<file path="config.mk">
export PLATFORM = sky130hd
export DESIGN_NAME = mjd_to_calendar_date
export DESIGN_NICKNAME = d
export VERILOG_FILES = /design/src/rtl/mjdcal_pkg.sv /design/src/rtl/mjd_to_calendar_date.sv
export SDC_FILE = /design/constraint.sdc
export NUM_CORES = 2
export LEC_CHECK = 0
export BUFFER_PORTS_ARGS = -buffer_cell sky130_fd_sc_hd__buf_4
export CAP_MARGIN = 30
export CORE_UTILIZATION = 50
export CTS_BUF_LIST = sky130_fd_sc_hd__clkbuf_8
export DETAILED_ROUTE_END_ITERATION = 8
export PLACE_DENSITY = 0.66
export SETUP_SLACK_MARGIN = 0.15
export SYNTH_ARGS = -nofsm -noshare
export SYNTH_HDL_FRONTEND = slang
export SYNTH_SLANG_ARGS = --single-unit
</file>
<file path="constraint.sdc">
create_clock -name clk_i -period 10.3 [get_ports clk_i]
set_input_delay 2.575 -clock clk_i [delete_from_list [all_inputs] [get_ports clk_i]]
set_output_delay 2.575 -clock clk_i [all_outputs]
set_load 0.05 [all_outputs]
</file>
<file path="src/rtl/mjdcal_pkg.sv">
package mjdcal_pkg;

  // Number of register stages between the input and output ports.
  localparam int unsigned NumStages = 8;

  // Julian day offset plus the Fliegel-Van Flandern shift, folded into one addend.
  localparam logic [21:0] JdShift = 22'd2468570;

  localparam logic [24:0] Cycle400  = 25'd146097;
  localparam logic [28:0] Cycle4000 = 29'd1461001;
  localparam logic [18:0] Days4yr   = 19'd1461;
  localparam logic [16:0] MonthDiv  = 17'd2447;
  localparam logic [16:0] DayScale  = 17'd80;
  localparam logic [27:0] YearScale = 28'd4000;
  localparam logic [18:0] MonthBias = 19'd31;
  localparam logic [16:0] SecPerDay = 17'd86400;

  // Reciprocal estimates: floor(2^s / d). Each quotient estimate is at most
  // one below the true quotient, so a single compare and increment fixes it.
  localparam int unsigned ShC   = 24;
  localparam int unsigned ShY   = 28;
  localparam int unsigned ShM   = 17;
  localparam int unsigned Sh100 = 13;

  localparam logic [8:0]  MulC      = 9'(4 * ((2 ** ShC) / 146097));
  localparam logic [19:0] MulY      = 20'(4000 * ((2 ** ShY) / 1461001));
  localparam logic [12:0] MulM      = 13'(80 * ((2 ** ShM) / 2447));
  localparam logic [6:0]  Recip100  = 7'((2 ** Sh100) / 100);

  localparam logic [13:0] Hundred     = 14'd100;
  localparam logic [13:0] CenturyBias = 14'd4900;
  localparam logic [23:0] DaysPerYear = 24'd367;
  localparam logic [23:0] LeapNum     = 24'd7;
  // Constant part of the MJD of January first: 30 + 1 + 1721029 - 2400001.
  localparam logic [23:0] Jan1Bias    = 24'(31 + 1721029 - 2400001);

  localparam logic [3:0] MonthWrap = 4'd11;

  // Days elapsed before month index m in the March-based year: (2447 * m) / 80.
  function automatic logic [8:0] month_start(input logic [3:0] m);
    logic [8:0] r;
    unique case (m)
      4'd0:  r = 9'd0;
      4'd1:  r = 9'd30;
      4'd2:  r = 9'd61;
      4'd3:  r = 9'd91;
      4'd4:  r = 9'd122;
      4'd5:  r = 9'd152;
      4'd6:  r = 9'd183;
      4'd7:  r = 9'd214;
      4'd8:  r = 9'd244;
      4'd9:  r = 9'd275;
      4'd10: r = 9'd305;
      4'd11: r = 9'd336;
      4'd12: r = 9'd367;
      4'd13: r = 9'd397;
      4'd14: r = 9'd428;
      4'd15: r = 9'd458;
    endcase
    return r;
  endfunction

endpackage

</file>
<file path="src/rtl/mjd_to_calendar_date.sv">
// Channel   Valid     Stall     Payload
// input     valid_i   stall_o   day_number_i, day_fraction_i
// output    valid_o   stall_i   year_o, month_o, day_of_month_o, day_of_year_o,
//                               seconds_of_day_o
//
// One item is accepted per cycle while the output is not stalled. The date path
// has eight register stages, and the fraction multiplier runs alongside the
// first of them.
// Reset clears only the stage valid bits; payload registers are not reset.
// A stall on the output holds the last stage, and earlier stages keep filling
// any empty slots, so stall_o rises only once every stage holds an item.

module mjd_to_calendar_date (
  input  logic        clk_i,
  input  logic        rst_ni,
  input  logic        valid_i,
  output logic        stall_o,
  input  logic [19:0] day_number_i,
  input  logic [31:0] day_fraction_i,
  output logic        valid_o,
  input  logic        stall_i,
  output logic [12:0] year_o,
  output logic [3:0]  month_o,
  output logic [4:0]  day_of_month_o,
  output logic [8:0]  day_of_year_o,
  output logic [32:0] seconds_of_day_o
);

  // Stage k loads when it is empty or when stage k+1 is loading too, so a
  // stall ripples back only as far as the pipeline is full.
  logic [mjdcal_pkg::NumStages:0]   en;
  logic [mjdcal_pkg::NumStages-1:0] valid_q;

  always_comb begin
    en[mjdcal_pkg::NumStages] = !stall_i;
    for (int k = mjdcal_pkg::NumStages - 1; k >= 0; k--) begin
      en[k] = !valid_q[k] || en[k+1];
    end
  end

  assign stall_o = !en[0];
  assign valid_o = valid_q[mjdcal_pkg::NumStages-1];

  always_ff @(posedge clk_i or negedge rst_ni) begin
    if (!rst_ni) begin
      valid_q <= '0;
    end else begin
      if (en[0]) begin
        valid_q[0] <= valid_i;
      end
      for (int k = 1; k < mjdcal_pkg::NumStages; k++) begin
        if (en[k]) begin
          valid_q[k] <= valid_q[k-1];
        end
      end
    end
  end

  // Stage 1: shifted Julian day and the estimate product for the 400-year
  // cycle; the day fraction is scaled to seconds in the same stage.
  logic [21:0] s1_j0_d, s1_j0_q;
  logic [30:0] s1_pc_d, s1_pc_q;
  logic [48:0] frac_prod;
  logic [19:0] s1_mjd_q;
  logic [32:0] s1_sec_q;

  always_comb begin
    s1_j0_d   = 22'(day_number_i) + mjdcal_pkg::JdShift;
    s1_pc_d   = 31'(s1_j0_d) * 31'(mjdcal_pkg::MulC);
    frac_prod = 49'(day_fraction_i) * 49'(mjdcal_pkg::SecPerDay);
  end

  always_ff @(posedge clk_i) begin
    if (en[0]) begin
      s1_j0_q  <= s1_j0_d;
      s1_pc_q  <= s1_pc_d;
      s1_mjd_q <= day_number_i;
      s1_sec_q <= frac_prod[48:16];
    end
  end

  // Stage 2: correct the century-cycle quotient and take the day within it.
  // Both candidate subtrahends are formed from the one product.
  logic [6:0]  s2_c_est, s2_c_d, s2_c_q;
  logic [24:0] s2_cprod, s2_rem, s2_sub;
  logic        s2_hi;
  logic [15:0] s2_j1_d, s2_j1_q;
  logic [19:0] s2_mjd_q;
  logic [32:0] s2_sec_q;

  always_comb begin
    s2_c_est = 7'(s1_pc_q >> mjdcal_pkg::ShC);
    s2_cprod = 25'(s2_c_est) * mjdcal_pkg::Cycle400;
    s2_rem   = 25'({s1_j0_q, 2'b00}) - s2_cprod;
    s2_hi    = s2_rem >= mjdcal_pkg::Cycle400;
    s2_c_d   = s2_hi ? s2_c_est + 7'd1 : s2_c_est;
    s2_sub   = s2_hi ? s2_cprod + mjdcal_pkg::Cycle400 : s2_cprod;
    s2_j1_d  = 16'(25'(s1_j0_q) - ((s2_sub + 25'd3) >> 2));
  end

  always_ff @(posedge clk_i) begin
    if (en[1]) begin
      s2_c_q   <= s2_c_d;
      s2_j1_q  <= s2_j1_d;
      s2_mjd_q <= s1_mjd_q;
      s2_sec_q <= s1_sec_q;
    end
  end

  // Stage 3: estimate product for the year within the century.
  logic [36:0] s3_py_d, s3_py_q;
  logic [15:0] s3_j1_q;
  logic [6:0]  s3_c_q;
  logic [19:0] s3_mjd_q;
  logic [32:0] s3_sec_q;

  always_comb begin
    s3_py_d = 37'(17'(s2_j1_q) + 17'd1) * 37'(mjdcal_pkg::MulY);
  end

  always_ff @(posedge clk_i) begin
    if (en[2]) begin
      s3_py_q  <= s3_py_d;
      s3_j1_q  <= s2_j1_q;
      s3_c_q   <= s2_c_q;
      s3_mjd_q <= s2_mjd_q;
      s3_sec_q <= s2_sec_q;
    end
  end

  // Stage 4: correct the year quotient and take the day within the year,
  // counted from the first of March.
  logic [7:0]  s4_y_est, s4_y_d, s4_y_q;
  logic [27:0] s4_x;
  logic [28:0] s4_yprod, s4_rem;
  logic        s4_hi;
  logic [18:0] s4_tlo, s4_t;
  logic [9:0]  s4_j2_d, s4_j2_q;
  logic [6:0]  s4_c_q;
  logic [19:0] s4_mjd_q;
  logic [32:0] s4_sec_q;

  always_comb begin
    s4_y_est = 8'(s3_py_q >> mjdcal_pkg::ShY);
    s4_x     = 28'(17'(s3_j1_q) + 17'd1) * mjdcal_pkg::YearScale;
    s4_yprod = 29'(s4_y_est) * mjdcal_pkg::Cycle4000;
    s4_rem   = 29'(s4_x) - s4_yprod;
    s4_hi    = s4_rem >= mjdcal_pkg::Cycle4000;
    s4_y_d   = s4_hi ? s4_y_est + 8'd1 : s4_y_est;
    s4_tlo   = 19'(s4_y_est) * mjdcal_pkg::Days4yr;
    s4_t     = s4_hi ? s4_tlo + mjdcal_pkg::Days4yr : s4_tlo;
    s4_j2_d  = 10'(19'(s3_j1_q) - (s4_t >> 2) + mjdcal_pkg::MonthBias);
  end

  always_ff @(posedge clk_i) begin
    if (en[3]) begin
      s4_y_q   <= s4_y_d;
      s4_j2_q  <= s4_j2_d;
      s4_c_q   <= s3_c_q;
      s4_mjd_q <= s3_mjd_q;
      s4_sec_q <= s3_sec_q;
    end
  end

  // Stage 5: estimate product for the month index.
  logic [22:0] s5_pm_d, s5_pm_q;
  logic [9:0]  s5_j2_q;
  logic [7:0]  s5_y_q;
  logic [6:0]  s5_c_q;
  logic [19:0] s5_mjd_q;
  logic [32:0] s5_sec_q;

  always_comb begin
    s5_pm_d = 23'(s4_j2_q) * 23'(mjdcal_pkg::MulM);
  end

  always_ff @(posedge clk_i) begin
    if (en[4]) begin
      s5_pm_q  <= s5_pm_d;
      s5_j2_q  <= s4_j2_q;
      s5_y_q   <= s4_y_q;
      s5_c_q   <= s4_c_q;
      s5_mjd_q <= s4_mjd_q;
      s5_sec_q <= s4_sec_q;
    end
  end

  // Stage 6: correct the month index, then day of month, calendar month and
  // year. January and February belong to the next calendar year.
  logic [3:0]  s6_m_est, s6_m;
  logic [16:0] s6_mprod, s6_rem;
  logic        s6_wrap;
  logic [3:0]  s6_mon_d, s6_mon_q;
  logic [4:0]  s6_day_d, s6_day_q;
  logic [12:0] s6_yr_d, s6_yr_q;
  logic [19:0] s6_mjd_q;
  logic [32:0] s6_sec_q;

  always_comb begin
    s6_m_est = 4'(s5_pm_q >> mjdcal_pkg::ShM);
    s6_mprod = 17'(s6_m_est) * mjdcal_pkg::MonthDiv;
    s6_rem   = 17'(s5_j2_q) * mjdcal_pkg::DayScale - s6_mprod;
    s6_m     = (s6_rem >= mjdcal_pkg::MonthDiv) ? s6_m_est + 4'd1 : s6_m_est;
    s6_day_d = 5'(s5_j2_q - 10'(mjdcal_pkg::month_start(s6_m)));
    s6_wrap  = s6_m >= mjdcal_pkg::MonthWrap;
    s6_mon_d = s6_wrap ? s6_m - 4'd10 : s6_m + 4'd2;
    s6_yr_d  = 13'(14'(s5_c_q) * mjdcal_pkg::Hundred - mjdcal_pkg::CenturyBias
                   + 14'(s5_y_q) + 14'(s6_wrap));
  end

  always_ff @(posedge clk_i) begin
    if (en[5]) begin
      s6_mon_q <= s6_mon_d;
      s6_day_q <= s6_day_d;
      s6_yr_q  <= s6_yr_d;
      s6_mjd_q <= s5_mjd_q;
      s6_sec_q <= s5_sec_q;
    end
  end

  // Stage 7: start on the MJD of January first of that year. The century
  // count needs (year - 1) / 100, estimated here and corrected next stage.
  logic [12:0] s7_yrm1_d, s7_yrm1_q;
  logic [19:0] s7_pcent_d, s7_pcent_q;
  logic [23:0] s7_base_d, s7_base_q;
  logic [12:0] s7_yr_q;
  logic [3:0]  s7_mon_q;
  logic [4:0]  s7_day_q;
  logic [19:0] s7_mjd_q;
  logic [32:0] s7_sec_q;

  always_comb begin
    s7_yrm1_d  = s6_yr_q - 13'd1;
    s7_pcent_d = 20'(s7_yrm1_d) * 20'(mjdcal_pkg::Recip100);
    s7_base_d  = 24'(s6_yr_q) * mjdcal_pkg::DaysPerYear
                 - ((24'(s6_yr_q) * mjdcal_pkg::LeapNum) >> 2)
                 + mjdcal_pkg::Jan1Bias;
  end

  always_ff @(posedge clk_i) begin
    if (en[6]) begin
      s7_yrm1_q  <= s7_yrm1_d;
      s7_pcent_q <= s7_pcent_d;
      s7_base_q  <= s7_base_d;
      s7_yr_q    <= s6_yr_q;
      s7_mon_q   <= s6_mon_q;
      s7_day_q   <= s6_day_q;
      s7_mjd_q   <= s6_mjd_q;
      s7_sec_q   <= s6_sec_q;
    end
  end

  // Stage 8: finish the century correction and form the day of year. Two's
  // complement wrap is harmless because only the low nine bits are kept.
  logic [6:0]  s8_q_est, s8_cent;
  logic [13:0] s8_rem;
  logic [23:0] s8_jan1;
  logic [8:0]  s8_doy_d;

  always_comb begin
    s8_q_est = 7'(s7_pcent_q >> mjdcal_pkg::Sh100);
    s8_rem   = 14'(s7_yrm1_q) - 14'(s8_q_est) * mjdcal_pkg::Hundred;
    s8_cent  = (s8_rem >= mjdcal_pkg::Hundred) ? s8_q_est + 7'd2 : s8_q_est + 7'd1;
    s8_jan1  = s7_base_q - ((24'(s8_cent) * 24'd3) >> 2);
    s8_doy_d = 9'(24'(s7_mjd_q) - s8_jan1 + 24'd1);
  end

  always_ff @(posedge clk_i) begin
    if (en[7]) begin
      year_o           <= s7_yr_q;
      month_o          <= s7_mon_q;
      day_of_month_o   <= s7_day_q;
      day_of_year_o    <= s8_doy_d;
      seconds_of_day_o <= s7_sec_q;
    end
  end

endmodule

</file>
Word-level counts from Yosys, hierarchy flattened
Memory sizes are Yosys's and may differ from the RTL's.
Cells that the tools add are included.
{"block": "word_totals", "reg_bits": 646, "mem_bits_ro": 144, "inputBits": 56, "output_inout_bits": 66, "wordCells": 127, "mem_count": 1}
{"block": "classes", "addsub": 30, "n_mul": 16, "order_cmp": 5, "mux": 7, "reduce_logical": 18}
{"name": "(name not given)", "depth": 16, "width": 9, "rd": 1, "rd_ports_with_merged_regs": 0, "wr": 0, "line_no": "mjdcal_pkg.sv:42", "source": "unique case (m)"}
{"op": "multiplier 32 x 10 -> 42 bit (second input constant)", "n": 1}
{"op": "adder 16 x 1 -> 17 bit (second input constant)", "n": 2}
{"op": "multiplier 17 x 15 -> 31 bit (second input constant)", "n": 1}
{"op": ">= comparator 29 x 21 -> 1 bit (second input constant)", "n": 1}
{"op": "multiplier 8 x 21 -> 29 bit (second input constant)", "n": 1}
{"op": "subtractor 28 x 29 -> 29 bit", "n": 1}
{"op": "multiplier 22 x 6 -> 28 bit (second input constant)", "n": 1}
{"op": ">= comparator 25 x 18 -> 1 bit (second input constant)", "n": 1}
{"op": "multiplier 7 x 18 -> 25 bit (second input constant)", "n": 1}
{"op": "subtractor 24 x 25 -> 25 bit", "n": 1}
{"op": "multiplier 17 x 7 -> 23 bit (second input constant)", "n": 1}
{"op": "adder 20 x 22 -> 22 bit (second input constant)", "n": 1}
{"op": "multiplier 13 x 7 -> 20 bit (second input constant)", "n": 1}
{"op": "adder 18 bit (second input constant)", "n": 1}
{"op": "adder 18 x 2 -> 18 bit (second input constant)", "n": 1}
{"op": "2-to-1 mux 18 bit", "n": 1}
{"op": "subtractor 9 bit", "n": 2}
{"op": ">= comparator 17 x 12 -> 1 bit (second input constant)", "n": 1}
{"op": "multiplier 10 x 9 -> 17 bit (second input constant)", "n": 1}
{"op": "subtractor 17 x 16 -> 17 bit", "n": 1}
{"op": "multiplier 4 x 12 -> 16 bit (second input constant)", "n": 1}
{"op": "subtractor 16 bit", "n": 1}
{"op": "adder 7 x 1 -> 7 bit (second input constant)", "n": 2}
{"op": ">= comparator 14 x 7 -> 1 bit (second input constant)", "n": 1}
{"op": "31 further kinds", "n": 49}

Longest topological paths before layout
{"block": "depth", "depth_word": 10, "depth_mapped": 54, "depth_no_buf": 53}

Worst setup path before layout
OpenSTA, ideal clock, no wires.
{"block": "synth_path", "path_kind": "flip-flop to flip-flop", "start": "register s3_j1_q[0]", "end": "register s4_j2_q[9], data pin", "setup_ns": 0.261, "t_arrival_ns": 10.941, "required_time_ns": 10.039, "slack_ns": -0.902, "path_stages_with_launch": 53, "n_path_buf": 1, "period_less_slack_ns": 11.202, "path_cell_list": "edfxtp_1 > ha_1 > nand3_1 > xnor2_1 > xor2_1 > fa_1 > inv_1 > fa_1 > fa_1 > inv_1 > ha_1 > inv_1 > o21ai_0 > a21oi_1 > o21ai_0 > a21o_1 > a21oi_1 > nor2_1 > [... 17 more ...] > mux2i_1 > nand4_1 > clkbuf_1 > nand2_1 > xor2_1 > ha_1 > ha_1 > fa_1 > a21oi_1 > nor2_1 > nor2_1 > o21bai_1 > a21oi_1 > o21bai_1 > a21oi_1 > xnor2_1 > xnor2_1 > xnor2_1"}
{"block": "synth_via", "elab_chain_len": 7}
{"element": "start: declaration", "line_no": "mjd_to_calendar_date.sv:112", "source": "logic [15:0] s3_j1_q;"}
{"element": "start signal: assignment", "line_no": "mjd_to_calendar_date.sv:124", "source": "s3_j1_q <= s2_j1_q;"}
{"element": "adder 16 x 1 -> 17 bit", "line_no": "mjd_to_calendar_date.sv:145", "source": "s4_x = 28'(17'(s3_j1_q) + 17'd1) * mjdcal_pkg::YearScale;"}
{"element": "multiplier 17 x 7 -> 23 bit", "line_no": "mjd_to_calendar_date.sv:145"}
{"element": "subtractor 28 x 29 -> 29 bit", "line_no": "mjd_to_calendar_date.sv:147", "source": "s4_rem = 29'(s4_x) - s4_yprod;"}
{"element": ">= comparator 29 x 21 -> 1 bit", "line_no": "mjd_to_calendar_date.sv:148", "source": "s4_hi = s4_rem >= mjdcal_pkg::Cycle4000;"}
{"element": "2-to-1 mux 12 bit", "line_no": "mjd_to_calendar_date.sv:151", "source": "s4_t = s4_hi ? s4_tlo + mjdcal_pkg::Days4yr : s4_tlo;"}
{"element": "subtractor 10 bit (*)", "line_no": "mjd_to_calendar_date.sv:152", "source": "s4_j2_d = 10'(19'(s3_j1_q) - (s4_t >> 2) + mjdcal_pkg::MonthBias);"}
{"element": "adder 10 x 6 -> 10 bit (*)", "line_no": "mjd_to_calendar_date.sv:152"}
{"element": "net s4_j2_d[9]", "line_no": "mjd_to_calendar_date.sv:138", "source": "logic [9:0] s4_j2_d, s4_j2_q;"}
{"element": "end signal: assignment", "line_no": "mjd_to_calendar_date.sv:158", "source": "s4_j2_q <= s4_j2_d;"}
{"element": "end: declaration", "line_no": "mjd_to_calendar_date.sv:138"}
Mark *: on every way through the listed nets, which the timed path passes. The rest lies on a longest branch.
A chain may end at the register's enable or synchronous reset.

Worst setup path after layout
{"block": "layout_path", "start": "register s3_j1_q[1]", "end": "register s4_j2_q[9], data pin"}
The elaborated chain is that of the path after synthesis.

==> results by group <==
Status
  – Status: completed

Floorplan
  – Core area: 0.09842 sq mm
  – Die Height: 317.5 um
  – I/O pin count: about 120
  – Die width: approximately 320 um
  – Die ar.: a little over 0.1 sq mm
  – Initial Util: 50.56%
  – Num rows: 115

Route
  – Post-route ant nets: 0
  – Total number of vias: roughly 31,000
  – Highest routed metal layer: met4
  – DRC viols: 0
  – 1st-iter DRT viols: around 1,300
  – Met3 WL post-DR: about 3300 um
  – Per-cell routed wire length: 15.89 um
  – Pre-antenna DRT Iters: 5
  – Via density: between 5 and 6
  – WL final: 96,910 um
  – DR WL met2: approximately 47,000 um
  – Wl on met1: 44,660 um

Timing
  – Aggregate negative setup slack: 0 ps
  – Peak Freq: 0.09829 GHz
  – Final hold violations: 0
  – Worst Max-Slew Pin Slew: 937.5 ps
  – Post-layout min period: 10,170 ps
  – Tcrit/Tclk final: around 99%
  – Max-slew violation count: 0
  – RSZ-0062 raised after global routing: true
  – Clk_skew: 49.39 ps
  – Final setup fails: 0
  – Worst slew margin: a little under two fifths

Clock network
  – H-tree levels: 3
  – CTS tree: yes
  – Clk sink count: 572
  – Reg clk slew, reported paths: 70 ps
  – CTS buffer count: 92
  – CTS Hold Buffers Added: 0
  – Worst skew pair latency: 710 ps
  – CTS root buf: clkbuf_8
  – Max clock buf depth: 3

Placed design
  – DP HPWL: about 79,000 um
  – Dpl cell area: roughly 0.054 sq mm
  – Dpl cells: 5,902
  – Placer Congestion: 0.8890
  – Port Buf Inserts: about 120

Worst setup path
  – FF-to-FF Start: s3_j1_q[1]$_DFFE_PP_
  – Most used cell, CP: a21oi_2
  – Critical path's slowest cell: fa_1
  – Worst Setup Path Type: reg2reg
  – R2R Path End: s4_j2_q[9]$_DFFE_PP_
  – Worst setup EP type: flop
  – Max stage delay on crit path: around 500 ps
  – Crit path required time: 10,750 ps
  – Arrival @ worst endpoint: around 11,000 ps
  – Reg2Reg Setup Slack: about 130 ps
  – Critical Path Sink: s4_j2_q[9]$_DFFE_PP_
  – CP Max Fanout: 4
  – Worst R2R Path Depth: 52
  – CP startpoint: s3_j1_q[1]$_DFFE_PP_
  – CP Launch Type: flop

Cells and area
  – Final Non-Filler Cells: ~6,000
  – Final net count: between 6,000 and 7,000
  – Fraction of layout cells with a size suffix above 1: 12.41%
  – Area Overhead vs Synth: 13.41%
  – Design Area, Final: roughly 0.056 sq mm
  – Most frequent cells in the layout: inv_1 (985), ha_1 (829), edfxtp_1 (564)
  – Commonest non-fill, non-tap cell in the layout: inv_1

Logic synthesis
  – Cell Area, Synth: about 0.05 sq mm
  – Post-synthesis compound-gate area fraction: 7.986%
  – Post-synthesis mux area share: 0.3998%
  – Simple-Gate Fraction of Synth Area: 5.673%
  – Syn Nets: 5,682
  – Netlist cell types: 88
  – Synth Area in Adders: between 30% and 40%
  – Syn Area/Cell: 11.38 sq um
  – XOR/XNOR Fraction of Synth Area: 6.467%
  – Ys flop type: edfxtp_1
  – Ys async rst share: 1.399%
  – Top post-synthesis cells by area: edfxtp_1 (34%), ha_1 (22%), fa_1 (16%), inv_1 (7.3%), xnor2_1 (4.4%)
  – Post-synth EDFFs: ~560
  – Synth Instances: ~4,400
  – Top-area cell type share of the netlist area: between 30% and 40%
  – Yosys warns: 0
  – Largest area contributor in the netlist: edfxtp_1
  – Register area share after synthesis: 34.44%
  – Synth Register Bits: between 500 and 600
  – Largest family of logic cells by synthesized area: adder cells

Worst hold path
  – Hold path startpoint: s6_mjd_q[2]$_DFFE_PP_
  – HP Class: reg2reg

GRT
  – GRT Util Overall: 19.65%
  – Initial antenna violation count: 1
  – Vias in the first global route: 31,780
  – Largest net degree at the start of global routing: 73
  – Gr ovfl total: 0
  – First-pass GRT wire length: 160,300 um

Flow run
  – Number of max-cap violations: 0
## logic make-up (layout without fill, tap and decap cells)
group,count (synthesis),after routing
fa+ha+maj,1255,1255
compound gates,610,610
flops,572,572
other cells,0,2
simple gates,559,559
xor+xnor,365,365
mux,19,19
buf+inv,991,1431
## flip-flops by register name (all words and copies together) (netlist names), 10 cells and up
signal	flops
s4_sec_q	33
s2_j1_q	16
s4_j2_q	10
s7_yrm1_q	11
s2_sec_q	33
s5_sec_q	33
s1_j0_q	18
s3_j1_q	16
year_o	13
s7_sec_q	33
s6_yr_q	13
s5_j2_q	10
s3_sec_q	33
s1_sec_q	33
s6_sec_q	33
s7_yr_q	13
seconds_of_day_o	33
## area by class of cell
type / instances / area, sq um
clock inverters: 71 / 513.0
fillers: 8305 / 41990
flip-flops and latches: 572 / 17140
inverters: 972 / 3656
diodes: 2 / 5.005
repair buffers: 295 / 2345
clock buffers: 93 / 1280
well taps: 1287 / 1610
multi-input cells: 2808 / 29890
## timing repair
item	4_1_cts	5_1_grt
pin swaps	58	78
gates resized for setup	38	89
setup buffers	6	24
setup endpoints to repair	2	11
## per-layer routing
layer	vias to the layer above	GRT usage, %
met3	131	2.732
met4	0	5.437
met5	-	0
met2	419	33.17
li1	15510	-
met1	14950	26.49
## per-stage QoR
stage	utilization [%]	setup WS [ps]	hold slack [ps]
final	57.34	125.9	371.4
after global routing	57.34	-462.5	383.3
after CTS	56.64	-27.48	374.9
after detailed placement	54.59	-222.4	404.5
after global placement	54.53	-58.62	400.2
after floorplan	-	-87.22	400.3
## cell usage after synthesis (16+ instances only)
library cell,count
inv_1,971
ha_1,860
edfxtp_1,564
fa_1,395
xnor2_1,249
a21oi_1,194
nor2_1,128
nand2_1,122
xor2_1,114
o21ai_0,100
a21o_1,76
nand3_1,64
nor3_1,50
o21bai_1,47
and3_1,40
nand2b_1,40
o21a_1,39
nor2b_1,25
a31oi_1,19
a211oi_1,16
## worst min path at each step
stage / slack [ps] / endpoint / depth (start not counted)
floorplan: 400 / day_of_month_o[0]$_DFFE_PP_ / 0
global placement: 400 / s5_sec_q[13]$_DFFE_PP_ / 0
detailed placement: 400 / s2_sec_q[25]$_DFFE_PP_ / 0
CTS: 370 / s7_mjd_q[2]$_DFFE_PP_ / 0
global route: 380 / s5_c_q[0]$_DFFE_PP_ / 0
finish: 370 / s7_mjd_q[2]$_DFFE_PP_ / 0
## critical path, delay by kind of cell, from the launching register on
kind,cells,cell delay (ps)
XOR/XNOR,6,1030
AO/OA/AOI/OAI,20,3020
flip-flops,1,450
buffers and inverters,4,320
AND/OR/NAND/NOR,9,850
adder cells (fa/ha/maj),13,4260
Power is not shown: default switching activity piles up to over one toggle a cycle in this logic, so the estimate is an artifact.
